--- src/design/sabf_pkg.sv ---
package sabf_pkg;

  localparam int unsigned ReadingW   = 16;
  localparam int unsigned DigitCount = 5;
  localparam int unsigned BcdW       = 4 * DigitCount;
  localparam int unsigned AddrW      = 16;
  localparam int unsigned ByteW      = 8;
  localparam int unsigned FrameLen   = 22;
  localparam int unsigned PosW       = $clog2(FrameLen);
  localparam int unsigned QueueDepthDef = 2;

  localparam logic [AddrW-1:0] DestReset   = 16'd51;
  localparam logic [AddrW-1:0] SourceReset = 16'd1;
  localparam logic [ByteW-1:0] PayloadLen  = 8'd17;

  localparam logic [ByteW-1:0] ChR     = 8'h52;
  localparam logic [ByteW-1:0] ChOne   = 8'h31;
  localparam logic [ByteW-1:0] ChTwo   = 8'h32;
  localparam logic [ByteW-1:0] ChColon = 8'h3a;
  localparam logic [ByteW-1:0] ChComma = 8'h2c;
  localparam logic [ByteW-1:0] ChZero  = 8'h30;

  // Byte positions within the frame
  localparam logic [PosW-1:0] PosDestLo   = 5'd0;
  localparam logic [PosW-1:0] PosDestHi   = 5'd1;
  localparam logic [PosW-1:0] PosSrcLo    = 5'd2;
  localparam logic [PosW-1:0] PosSrcHi    = 5'd3;
  localparam logic [PosW-1:0] PosLen      = 5'd4;
  localparam logic [PosW-1:0] PosTagR1    = 5'd5;
  localparam logic [PosW-1:0] PosTag1     = 5'd6;
  localparam logic [PosW-1:0] PosColon1   = 5'd7;
  localparam logic [PosW-1:0] PosDigOne   = 5'd8;
  localparam logic [PosW-1:0] PosDigOneE  = 5'd12;
  localparam logic [PosW-1:0] PosComma    = 5'd13;
  localparam logic [PosW-1:0] PosTagR2    = 5'd14;
  localparam logic [PosW-1:0] PosTag2     = 5'd15;
  localparam logic [PosW-1:0] PosColon2   = 5'd16;
  localparam logic [PosW-1:0] PosDigTwo   = 5'd17;
  localparam logic [PosW-1:0] PosLast     = 5'd21;

  // Register indexes on the APB port
  localparam logic RegDest   = 1'b0;
  localparam logic RegSource = 1'b1;

  typedef struct packed {
    logic [BcdW-1:0] bcd_one;
    logic [BcdW-1:0] bcd_two;
  } sabf_entry_t;

endpackage

--- src/design/sabf_front.sv ---
module sabf_front
  import sabf_pkg::*;
(
  input  logic                clk_i,
  input  logic                rst_ni,
  input  logic                in_valid_i,
  output logic                in_stall_o,
  input  logic [ReadingW-1:0] reading_one_i,
  input  logic [ReadingW-1:0] reading_two_i,
  input  logic                q_full_i,
  output logic                q_push_o,
  output sabf_entry_t         q_data_o
);

  typedef enum logic [1:0] {FeIdle, FeConv, FeHold} fe_state_e;

  localparam int unsigned CntW = $clog2(ReadingW);
  localparam logic [CntW-1:0] CntLast = CntW'(ReadingW - 1);

  fe_state_e       state_q, state_d;
  logic [CntW-1:0] cnt_q, cnt_d;
  logic [ReadingW-1:0] bin_one_q, bin_two_q;
  logic [BcdW-1:0]     bcd_one_q, bcd_two_q;
  logic            accept;

  // One double-dabble step: add three to every digit of five or more, then shift.
  function automatic logic [BcdW-1:0] dd_step(input logic [BcdW-1:0] bcd, input logic msb);
    logic [BcdW-1:0] adj;
    adj = bcd;
    for (int d = 0; d < DigitCount; d++) begin
      if (adj[4*d +: 4] >= 4'd5) begin
        adj[4*d +: 4] = adj[4*d +: 4] + 4'd3;
      end
    end
    return {adj[BcdW-2:0], msb};
  endfunction

  assign q_push_o   = (state_q == FeHold) && !q_full_i;
  assign in_stall_o = !((state_q == FeIdle) || q_push_o);
  assign accept     = in_valid_i && !in_stall_o;
  assign q_data_o   = '{bcd_one: bcd_one_q, bcd_two: bcd_two_q};

  always_comb begin
    state_d = state_q;
    cnt_d   = cnt_q;
    case (state_q)
      FeIdle: begin
        if (accept) begin
          state_d = FeConv;
          cnt_d   = '0;
        end
      end
      FeConv: begin
        cnt_d = cnt_q + 1'b1;
        if (cnt_q == CntLast) begin
          state_d = FeHold;
        end
      end
      FeHold: begin
        if (accept) begin
          state_d = FeConv;
          cnt_d   = '0;
        end else if (q_push_o) begin
          state_d = FeIdle;
        end
      end
      default: state_d = FeIdle;
    endcase
  end

  always_ff @(posedge clk_i or negedge rst_ni) begin
    if (!rst_ni) begin
      state_q <= FeIdle;
      cnt_q   <= '0;
    end else begin
      state_q <= state_d;
      cnt_q   <= cnt_d;
    end
  end

  always_ff @(posedge clk_i) begin
    if (accept) begin
      bin_one_q <= reading_one_i;
      bin_two_q <= reading_two_i;
      bcd_one_q <= '0;
      bcd_two_q <= '0;
    end else if (state_q == FeConv) begin
      bin_one_q <= {bin_one_q[ReadingW-2:0], 1'b0};
      bin_two_q <= {bin_two_q[ReadingW-2:0], 1'b0};
      bcd_one_q <= dd_step(bcd_one_q, bin_one_q[ReadingW-1]);
      bcd_two_q <= dd_step(bcd_two_q, bin_two_q[ReadingW-1]);
    end
  end

endmodule

--- src/design/sabf_queue.sv ---
module sabf_queue
  import sabf_pkg::*;
#(
  parameter int unsigned QueueDepth = QueueDepthDef
) (
  input  logic        clk_i,
  input  logic        rst_ni,
  input  logic        push_i,
  input  sabf_entry_t push_data_i,
  output logic        full_o,
  input  logic        pop_i,
  output sabf_entry_t head_o,
  output logic        empty_o
);

  localparam int unsigned PtrW = (QueueDepth > 1) ? $clog2(QueueDepth) : 1;
  localparam int unsigned CntW = $clog2(QueueDepth + 1);
  localparam logic [PtrW-1:0] PtrLast = PtrW'(QueueDepth - 1);
  localparam logic [CntW-1:0] CntFull = CntW'(QueueDepth);

  sabf_entry_t     mem_q [QueueDepth];
  logic [PtrW-1:0] wptr_q, rptr_q;
  logic [CntW-1:0] cnt_q;
  logic            do_push, do_pop;

  assign full_o  = (cnt_q == CntFull);
  assign empty_o = (cnt_q == '0);
  assign do_push = push_i && !full_o;
  assign do_pop  = pop_i && !empty_o;
  assign head_o  = mem_q[rptr_q];

  always_ff @(posedge clk_i or negedge rst_ni) begin
    if (!rst_ni) begin
      wptr_q <= '0;
      rptr_q <= '0;
      cnt_q  <= '0;
    end else begin
      if (do_push) begin
        wptr_q <= (wptr_q == PtrLast) ? '0 : wptr_q + 1'b1;
      end
      if (do_pop) begin
        rptr_q <= (rptr_q == PtrLast) ? '0 : rptr_q + 1'b1;
      end
      if (do_push && !do_pop) begin
        cnt_q <= cnt_q + 1'b1;
      end else if (do_pop && !do_push) begin
        cnt_q <= cnt_q - 1'b1;
      end
    end
  end

  always_ff @(posedge clk_i) begin
    if (do_push) begin
      mem_q[wptr_q] <= push_data_i;
    end
  end

endmodule

--- src/design/sabf_back.sv ---
module sabf_back
  import sabf_pkg::*;
(
  input  logic             clk_i,
  input  logic             rst_ni,
  input  logic [AddrW-1:0] dest_address_i,
  input  logic [AddrW-1:0] source_address_i,
  input  sabf_entry_t      head_i,
  input  logic             empty_i,
  output logic             pop_o,
  output logic             out_valid_o,
  input  logic             out_stall_i,
  output logic [ByteW-1:0] frame_byte_o,
  output logic             last_byte_o
);

  logic [PosW-1:0]  pos_q;
  logic             out_valid_q;
  logic [ByteW-1:0] byte_q, byte_d;
  logic             last_q;
  logic             load, fire, at_last;
  logic [PosW-1:0]  dig_off;

  function automatic logic [ByteW-1:0] to_ascii(input logic [BcdW-1:0] bcd,
                                                input logic [PosW-1:0] k);
    logic [2:0] sel;
    logic [3:0] dig;
    sel = k[2:0];
    dig = bcd[BcdW-1-4*sel -: 4];
    return ChZero | {4'b0000, dig};
  endfunction

  assign load    = !out_valid_q || !out_stall_i;
  assign fire    = load && !empty_i;
  assign at_last = (pos_q == PosLast);
  assign pop_o   = fire && at_last;

  always_comb begin
    dig_off = '0;
    case (pos_q) inside
      PosDestLo: byte_d = dest_address_i[ByteW-1:0];
      PosDestHi: byte_d = dest_address_i[AddrW-1:ByteW];
      PosSrcLo:  byte_d = source_address_i[ByteW-1:0];
      PosSrcHi:  byte_d = source_address_i[AddrW-1:ByteW];
      PosLen:    byte_d = PayloadLen;
      PosTagR1:  byte_d = ChR;
      PosTag1:   byte_d = ChOne;
      PosColon1: byte_d = ChColon;
      [PosDigOne:PosDigOneE]: begin
        dig_off = pos_q - PosDigOne;
        byte_d  = to_ascii(head_i.bcd_one, dig_off);
      end
      PosComma:  byte_d = ChComma;
      PosTagR2:  byte_d = ChR;
      PosTag2:   byte_d = ChTwo;
      PosColon2: byte_d = ChColon;
      [PosDigTwo:PosLast]: begin
        dig_off = pos_q - PosDigTwo;
        byte_d  = to_ascii(head_i.bcd_two, dig_off);
      end
      default:   byte_d = '0;
    endcase
  end

  always_ff @(posedge clk_i or negedge rst_ni) begin
    if (!rst_ni) begin
      pos_q       <= '0;
      out_valid_q <= 1'b0;
    end else if (fire) begin
      pos_q       <= at_last ? '0 : pos_q + 1'b1;
      out_valid_q <= 1'b1;
    end else if (load) begin
      out_valid_q <= 1'b0;
    end
  end

  always_ff @(posedge clk_i) begin
    if (fire) begin
      byte_q <= byte_d;
      last_q <= at_last;
    end
  end

  assign out_valid_o  = out_valid_q;
  assign frame_byte_o = byte_q;
  assign last_byte_o  = last_q;

endmodule

--- src/design/sensor_ascii_frame_builder.sv ---
// Frame builder: each accepted pair of 16-bit readings gives a 22-byte frame, one byte per
// output transaction - destination and source address (little-endian), length 17, then
// "R1:ddddd,R2:ddddd" with both readings as five zero-padded decimal digits; last_byte_o
// marks the final byte. The byte sequencer sends one byte per cycle while the receiver
// does not stall and a converted pair is queued. The input side converts both readings to
// decimal one binary bit a cycle and hands them over through a short queue, so conversion
// of the next pair overlaps with sending the current frame. Addresses are set over the APB
// port (dest at 0x0, source at 0x4) and should only be changed while no frame is in flight.
module sensor_ascii_frame_builder
  import sabf_pkg::*;
#(
  parameter int unsigned QueueDepth = QueueDepthDef
) (
  input  logic                clk_i,
  input  logic                rst_ni,
  input  logic                in_valid_i,
  output logic                in_stall_o,
  input  logic [ReadingW-1:0] reading_one_i,
  input  logic [ReadingW-1:0] reading_two_i,
  output logic                out_valid_o,
  input  logic                out_stall_i,
  output logic [ByteW-1:0]    frame_byte_o,
  output logic                last_byte_o,
  input  logic                psel,
  input  logic                penable,
  input  logic                pwrite,
  input  logic [2:0]          paddr,
  input  logic [31:0]         pwdata,
  output logic [31:0]         prdata,
  output logic                pready
);

  logic [AddrW-1:0] dest_q, source_q;
  logic             reg_sel;
  logic             q_full, q_empty, q_push, q_pop;
  sabf_entry_t      q_wdata, q_head;

  assign pready  = 1'b1;
  assign reg_sel = paddr[2];

  always_ff @(posedge clk_i or negedge rst_ni) begin
    if (!rst_ni) begin
      dest_q   <= DestReset;
      source_q <= SourceReset;
    end else if (psel && penable && pwrite) begin
      case (reg_sel)
        RegDest:   dest_q   <= pwdata[AddrW-1:0];
        RegSource: source_q <= pwdata[AddrW-1:0];
        default:   ;
      endcase
    end
  end

  always_comb begin
    case (reg_sel)
      RegDest:   prdata = {16'h0000, dest_q};
      RegSource: prdata = {16'h0000, source_q};
      default:   prdata = '0;
    endcase
  end

  sabf_front u_front (
    .clk_i         (clk_i),
    .rst_ni        (rst_ni),
    .in_valid_i    (in_valid_i),
    .in_stall_o    (in_stall_o),
    .reading_one_i (reading_one_i),
    .reading_two_i (reading_two_i),
    .q_full_i      (q_full),
    .q_push_o      (q_push),
    .q_data_o      (q_wdata)
  );

  sabf_queue #(
    .QueueDepth (QueueDepth)
  ) u_queue (
    .clk_i       (clk_i),
    .rst_ni      (rst_ni),
    .push_i      (q_push),
    .push_data_i (q_wdata),
    .full_o      (q_full),
    .pop_i       (q_pop),
    .head_o      (q_head),
    .empty_o     (q_empty)
  );

  sabf_back u_back (
    .clk_i            (clk_i),
    .rst_ni           (rst_ni),
    .dest_address_i   (dest_q),
    .source_address_i (source_q),
    .head_i           (q_head),
    .empty_i          (q_empty),
    .pop_o            (q_pop),
    .out_valid_o      (out_valid_o),
    .out_stall_i      (out_stall_i),
    .frame_byte_o     (frame_byte_o),
    .last_byte_o      (last_byte_o)
  );

endmodule

--- config.mk ---
export PLATFORM = sky130hd
export DESIGN_NAME = sensor_ascii_frame_builder
export DESIGN_NICKNAME = d
export VERILOG_FILES = /design/src/design/sabf_pkg.sv /design/src/design/sabf_front.sv /design/src/design/sabf_queue.sv /design/src/design/sabf_back.sv /design/src/design/sensor_ascii_frame_builder.sv
export SDC_FILE = /design/constraint.sdc
export NUM_CORES = 1
export LEC_CHECK = 0
export BUFFER_PORTS_ARGS = -buffer_cell sky130_fd_sc_hd__buf_2
export CORE_UTILIZATION = 44
export CTS_CLUSTER_DIAMETER = 60
export DETAILED_ROUTE_END_ITERATION = 8
export GPL_TIMING_DRIVEN = 0
export HOLD_SLACK_MARGIN = 0.08
export PLACE_DENSITY = 0.65
export SLEW_MARGIN = 20
export SYNTH_ARGS = -nofsm -noshare
export SYNTH_HDL_FRONTEND = slang
export SYNTH_HIERARCHICAL = 1
export SYNTH_SLANG_ARGS = --single-unit
--- constraint.sdc ---
create_clock -name clk_i -period 3 [get_ports clk_i]
set_input_delay 0 -clock clk_i [delete_from_list [all_inputs] [get_ports clk_i]]
set_output_delay 0 -clock clk_i [all_outputs]
set_load 0.01 [all_outputs]
* After elaboration in Yosys (flattened, before gate mapping)
Memory sizes are Yosys's and may differ from the RTL's. Index checks and enable logic that the tools add are counted.
Storage, ports and cells: register bits after elaboration 129, memory bits (writable) 80, input bits 74, output and inout port bits 44, word-level logic and storage cells 151, memories kept 1
Operators by class: add/subtract/negate cells 20, magnitude comparators 14, equal/unequal tests 20, shift-type cells 2, muxes and demuxes 45, bitwise logic cells 1, reductions and logical operators 33
Memories:
- u_queue.mem_q | words 2, width 40, rd ports 1, clocked after memory_dff 0, wr ports 1, RTL line sabf_queue.sv:21 | sabf_entry_t mem_q [QueueDepth];
Operator list (count):
- $mux 8 | 13
- $shiftx 23x33->4 | 2
- $mux 16 | 4
- $pmux 32 s2 | 1
- $ge 4x3->1 const B | 10
- $mux 4 | 9
- $add 4x2->4 const B | 8
- $eq 5x3->1 const B | 4
- $eq 5x4->1 const B | 3
- $logic_and 1x1->1 | 12
- $mux 2 | 6
- $sub 5x5->6 const A | 2
- $eq 5x2->1 const B | 2
- $eq 5x5->1 const B | 2
- $pmux 4 s2 | 1
- $reduce_bool 2->1 | 4
- $logic_not 1->1 | 7
- $add 3x2->3 const B | 2
- $mux 1 | 6
- $mux 3 | 2
- $mux 6 | 1
- $ne 2x1->1 const B | 3
- $pmux 2 s3 | 1
- $reduce_and 2->1 | 3
- other kinds (22) | 27

* Depth between registers and ports, before layout
depth after elaboration 17, gate-level depth with buffers 11, depth with buffers taken out 9

* Modules after synthesis
The synthesis kept the hierarchy.
By module, submodules not included:
- sabf_front | instances 1, cells each 424, area each 3826.2 um2, sequential area each 1911.8 um2
- sabf_queue | instances 1, cells each 144, area each 3286.9 um2, sequential area each 2502.4 um2
- sabf_back | instances 1, cells each 222, area each 1775.5 um2, sequential area each 420.4 um2
- sensor_ascii_frame_builder | instances 1, cells each 105, area each 1604.0 um2, sequential area each 807.0 um2

* Worst setup path after synthesis
No wires, ideal clock.
path type flip-flop to flip-flop, start point reg u_queue.cnt_q[0], end point mem u_queue/mem_q[0][0] (netlist name), enable pin, library setup time 0.437 ns, arrival 2.669 ns, data required time 2.563 ns, setup slack -0.106 ns, stages on the path, launching flop included 6, path buffers 0, clock period less this slack 3.106 ns, cells stage by stage dfrtp_1 nand2b_1 inv_1 nor3b_1 nand2_1 nor2_1
Between the ends: longest elaborated chain between the ends 6
RTL lines:
- from (decl) | RTL line sabf_queue.sv:23 | logic [CntW-1:0] cnt_q;
- from (signal assigned) | RTL line sabf_queue.sv:45 | cnt_q <= cnt_q + 1'b1;
- from (signal assigned) | RTL line sabf_queue.sv:47 | cnt_q <= cnt_q - 1'b1;
- $eq 2x2->1 | RTL line sabf_queue.sv:26 | assign full_o = (cnt_q == CntFull);
- via q_full | RTL line sensor_ascii_frame_builder.sv:35 | logic q_full, q_empty, q_push, q_pop;
- $logic_not 1->1 | RTL line sabf_front.sv:38 | assign q_push_o = (state_q == FeHold) && !q_full_i;
- $logic_and 1x1->1 | RTL line sabf_front.sv:38
- via q_push | RTL line sensor_ascii_frame_builder.sv:35
- $logic_and 1x1->1 | RTL line sabf_queue.sv:28 | assign do_push = push_i && !full_o;
- $mux 1 | RTL line sabf_queue.sv:53 | if (do_push) begin
- $mux 1 (not written as such) | RTL line sabf_queue.sv:54 | mem_q[wptr_q] <= push_data_i;
- to (decl) | RTL line sabf_queue.sv:21
The timed path passes the listed nets, and every way through them passes these cells.

* Final worst setup path
start point reg u_back.pos_q[0], end point reg u_back.byte_q[4], in the netlist u_back/frame_byte_o[4], data pin
Between the ends: longest elaborated chain between the ends 16, elaborated cells between the ends (all ways) 32, classes of those cells 4 x order compare; 11 x eq/ne; 14 x mux; 3 x reduce/logical
RTL lines:
- from (decl) | RTL line sabf_back.sv:17 | logic [PosW-1:0] pos_q;
- from (signal assigned) | RTL line sabf_back.sv:70 | pos_q <= at_last ? '0 : pos_q + 1'b1;
- $ge 5x5->1 (no line) or $le 5x5->1 (tied branches)
- $logic_and 1x1->1 (no line)
- $mux 6 | RTL line sabf_back.sv:40 | case (pos_q) inside
- $mux 8 (12 in a row) | RTL line sabf_back.sv:40
- $mux 8 (*) | RTL line sabf_back.sv:40
- via u_back.byte_d[4] | RTL line sabf_back.sv:19 | logic [ByteW-1:0] byte_q, byte_d;
- to (signal assigned) | RTL line sabf_back.sv:79 | byte_q <= byte_d;
- to (decl) | RTL line sabf_back.sv:19
Mark *: on every way through the listed nets, which the timed path passes. The rest lies on a longest branch. A chain may end at the register's enable or synchronous reset.

==> impl_metrics.tcl <==
set metrics [dict create \
    diodes 0 \
    gp_congestion 0.8995 \
    yosys-top-cells-area "edfxtp_1 (35%), dfrtp_1 (10%), dfxtp_1 (7.6%)" \
    fp.coreArea_sq_um 23400 \
    skew_ns 0.01167 \
    synth_top_flop_cell "edfxtp_1" \
    slew_headroom_pct 54.44 \
    syn_inst 895 \
    syn_to_final_growth_pct 23.12 \
    fmax_mhz 362.1 \
    first_global_vias 7204 \
    die_h_um 156.4 \
    synth.distinct_cells 65 \
    clock-sinks 209 \
    vias 7378 \
    grt_usage_pct 19.44 \
    grt_pass1_wl_mm 37.27 \
    critical_path.cell_chain "buf_6 -> inv_1 -> ha_1 -> nand2b_1 -> o221ai_1 -> o21ai_0 -> a21oi_1 -> a2bb2oi_1 -> a21oi_1" \
    wl_per_cell_um 16.56 \
    final_area_sq_um 12920 \
    worst_pin_slew_ns 0.6817 \
    final_common_cell "nand2_1" \
    post-cts-setup-buffers 0 \
    clock_latency_ns 0.53 \
    power.density_nw_per_um2 962.6 \
    cp.arrival_ns 3.00 \
    grt_max_degree 33 \
    path_max_fanout 10 \
    async_flop_share_pct 22.97 \
    rows 56 \
    first_iter_violations 377 \
    synth_edf_count 121 \
    hpwl_mm 15.53 \
    drc_errors 0 \
    first_pass_iters 7 \
    initial_core_util_pct 44.84 \
    crit_path_end_kind "flop" \
    utilization_pct 55.20 \
    ir_worst_vdd_v 0.0005778 \
    syn_area_sq_um 10490 \
    synth_top_area_cell "edfxtp_1" \
    ant_nets 0 \
    nets 1183 \
    synth_seq_cells 209 \
    routed_wl_mm 23.52 \
    dpl_cell_area_sq_um 11420 \
    synth_warnings 6 \
    drive_above_1_share_pct 28.07 \
    critPathMaxStageDelay_ns 0.43 \
    yosys.area.top_type_share_pct 34.63 \
    io_buffers 81 \
    hold_class "primary input to flop" \
    avgSynthCellArea_sq_um 11.72 \
    pin_count 118 \
    finalHoldViolCount 0 \
    layout_worst_path_cycle_share_pct 92.05 \
    final_cell_mix "nand2_1 (126), edfxtp_1 (121), buf_2 (97)" \
    cts_made_buffers 25 \
    hold_ws_ns 0.1002 \
    leakage_nw 5.343 \
    drv_cap 0 \
    antenna_found_initial 0 \
    period_minus_slack_ns 2.762 \
    synth_seq_area_share_pct 53.77 \
    criticalPathCategory "flop to flop" \
    rsz0062_at_grt "no" \
    cp_common_cell "a21oi_1" \
    run_status "completed" \
    multi_input_area_sq_um 4330 \
    die_w_um 156.4 \
    fill_cells 1987 \
    clk_pin_slew_worst_paths_ns 0.06 \
    critPathSlowestCell "o221ai_1" \
    required_ns 3.23 \
    setup_viol 0 \
    cts_tree "done" \
    clk_path_buf_depth 3 \
    startpoint_type "flop" \
    grt-ovfl-total 0 \
    dieArea_sq_um 24470 \
    cts_htree_levels 1 \
    viasPerCell 5.196 \
    root_buffer "clkbuf_16" \
    ff_latch_area_sq_um 5642 \
    maxSlewViolCount 0 \
]
synth_stat cells (9+ instances only):
master,number
ha_1,27
dfxtp_1,40
nor3b_1,9
edfxtp_1,121
dfrtp_1,43
nand3_1,47
o21ai_0,66
buf_4,24
buf_2,17
inv_1,31
mux2_4,49
mux2_2,50
nor2_1,30
a21oi_1,42
nand2_1,126
o21ai_1,19
xnor2_1,14
nand2b_1,20
stage by stage:
stage	setup slack (ns)	power (mW)	setup TNS, ns	instances
5_1_grt	0.05818	13.24	0	1420
3_3_place_gp	-0.2455	9.144	-10.48	1310
2_1_floorplan	0.5546	7.958	0	910
3_5_place_dp	0.07914	9.256	0	1312
4_1_cts	0.07641	12.48	0	1420
6_report	0.2384	12.44	0	1420
critical path: cells and delay by family, from the launching register on:
family	cells	cell delay (ns)
AO/OA/AOI/OAI	5	1.19
flip-flops	1	0.40
adder cells (fa/ha/maj)	1	0.31
AND/OR/NAND/NOR	1	0.29
buffers and inverters	2	0.27
sequential cells by signal, summed over array words and instances (netlist names):
name and flops:
u_queue/mem_q 80, u_front/bcd_one_q 20, u_front/bcd_two_q 20, dest_q 16
source_q 16, u_front/bin_one_q 16, u_front/bin_two_q 16, u_back/frame_byte_o 8
u_back/pos_q 5, u_front/cnt_q 4, u_front/state_q 2, u_queue/cnt_q 2
u_back/last_byte_o 1, u_back/out_valid_o 1, u_queue/rptr_q 1, u_queue/wptr_q 1
routing by layer:
layer	track usage, %	part of all wire [%]	up-vias
li1	-	-	3577
met5	0	0	-
met4	6.396	2.6	0
met2	33.31	48	226
met1	25.14	44	3528
met3	2.935	4.7	47
timing repair:
item,CTS,global route
endpoints found under the setup margin,0,2
endpoints found under the hold margin,119,0
gates resized for setup,0,2
hold buffers,62,0
final cells by class:
cell class,count,area share [%]
sequential,209,43.67
tap,319,3.090
timing repair buffer,145,8.465
inverter,31,0.9007
buffer,61,3.642
multi-input combinational,609,33.52
clock inverter,20,1.840
clock buffer,26,4.872
cell families after synthesis:
logic type	count (synthesis)	synth area share, %
and+or+nand+nor	268	12.26
DFF	209	53.77
AOI/OAI and AO/OA	168	9.206
muxes	111	14.25
buffers and inverters	92	5.581
adders and majority gates	27	3.220
xor gates and xnor gates	18	1.646
other	2	0.07157
report_power, final:
group	total, mW	switching (mW)	leakage (nW)	internal [mW]
Clock	3.11	1.28	0.407	1.83
Sequential	4.79	0.657	2.06	4.13
Combinational	4.54	2.59	2.87	1.96
path summary, 6_finish.rpt:
path                                            startpoint                                 to  slack (ns)  depth (start not counted)
min in group asynchronous                           rst_ni             dest_q[12]$_DFFE_PN0P_        0.48                          3
min                                                   psel              dest_q[1]$_DFFE_PN1P_        0.10                          4
max in group asynchronous                           rst_ni              dest_q[3]$_DFFE_PN0P_        2.06                          4
min reg2reg                u_front/bin_one_q[15]$_DFFE_PP_  u_front/bcd_one_q[0]$_SDFFE_PN0N_        0.46                          2
max reg2reg                    u_back/pos_q[0]$_DFFE_PN0P_   u_back/frame_byte_o[4]$_DFFE_PP_        0.24                          9
max                            u_back/pos_q[0]$_DFFE_PN0P_   u_back/frame_byte_o[4]$_DFFE_PP_        0.24                          9
No activity file was read; power rests on OpenSTA's default activity.
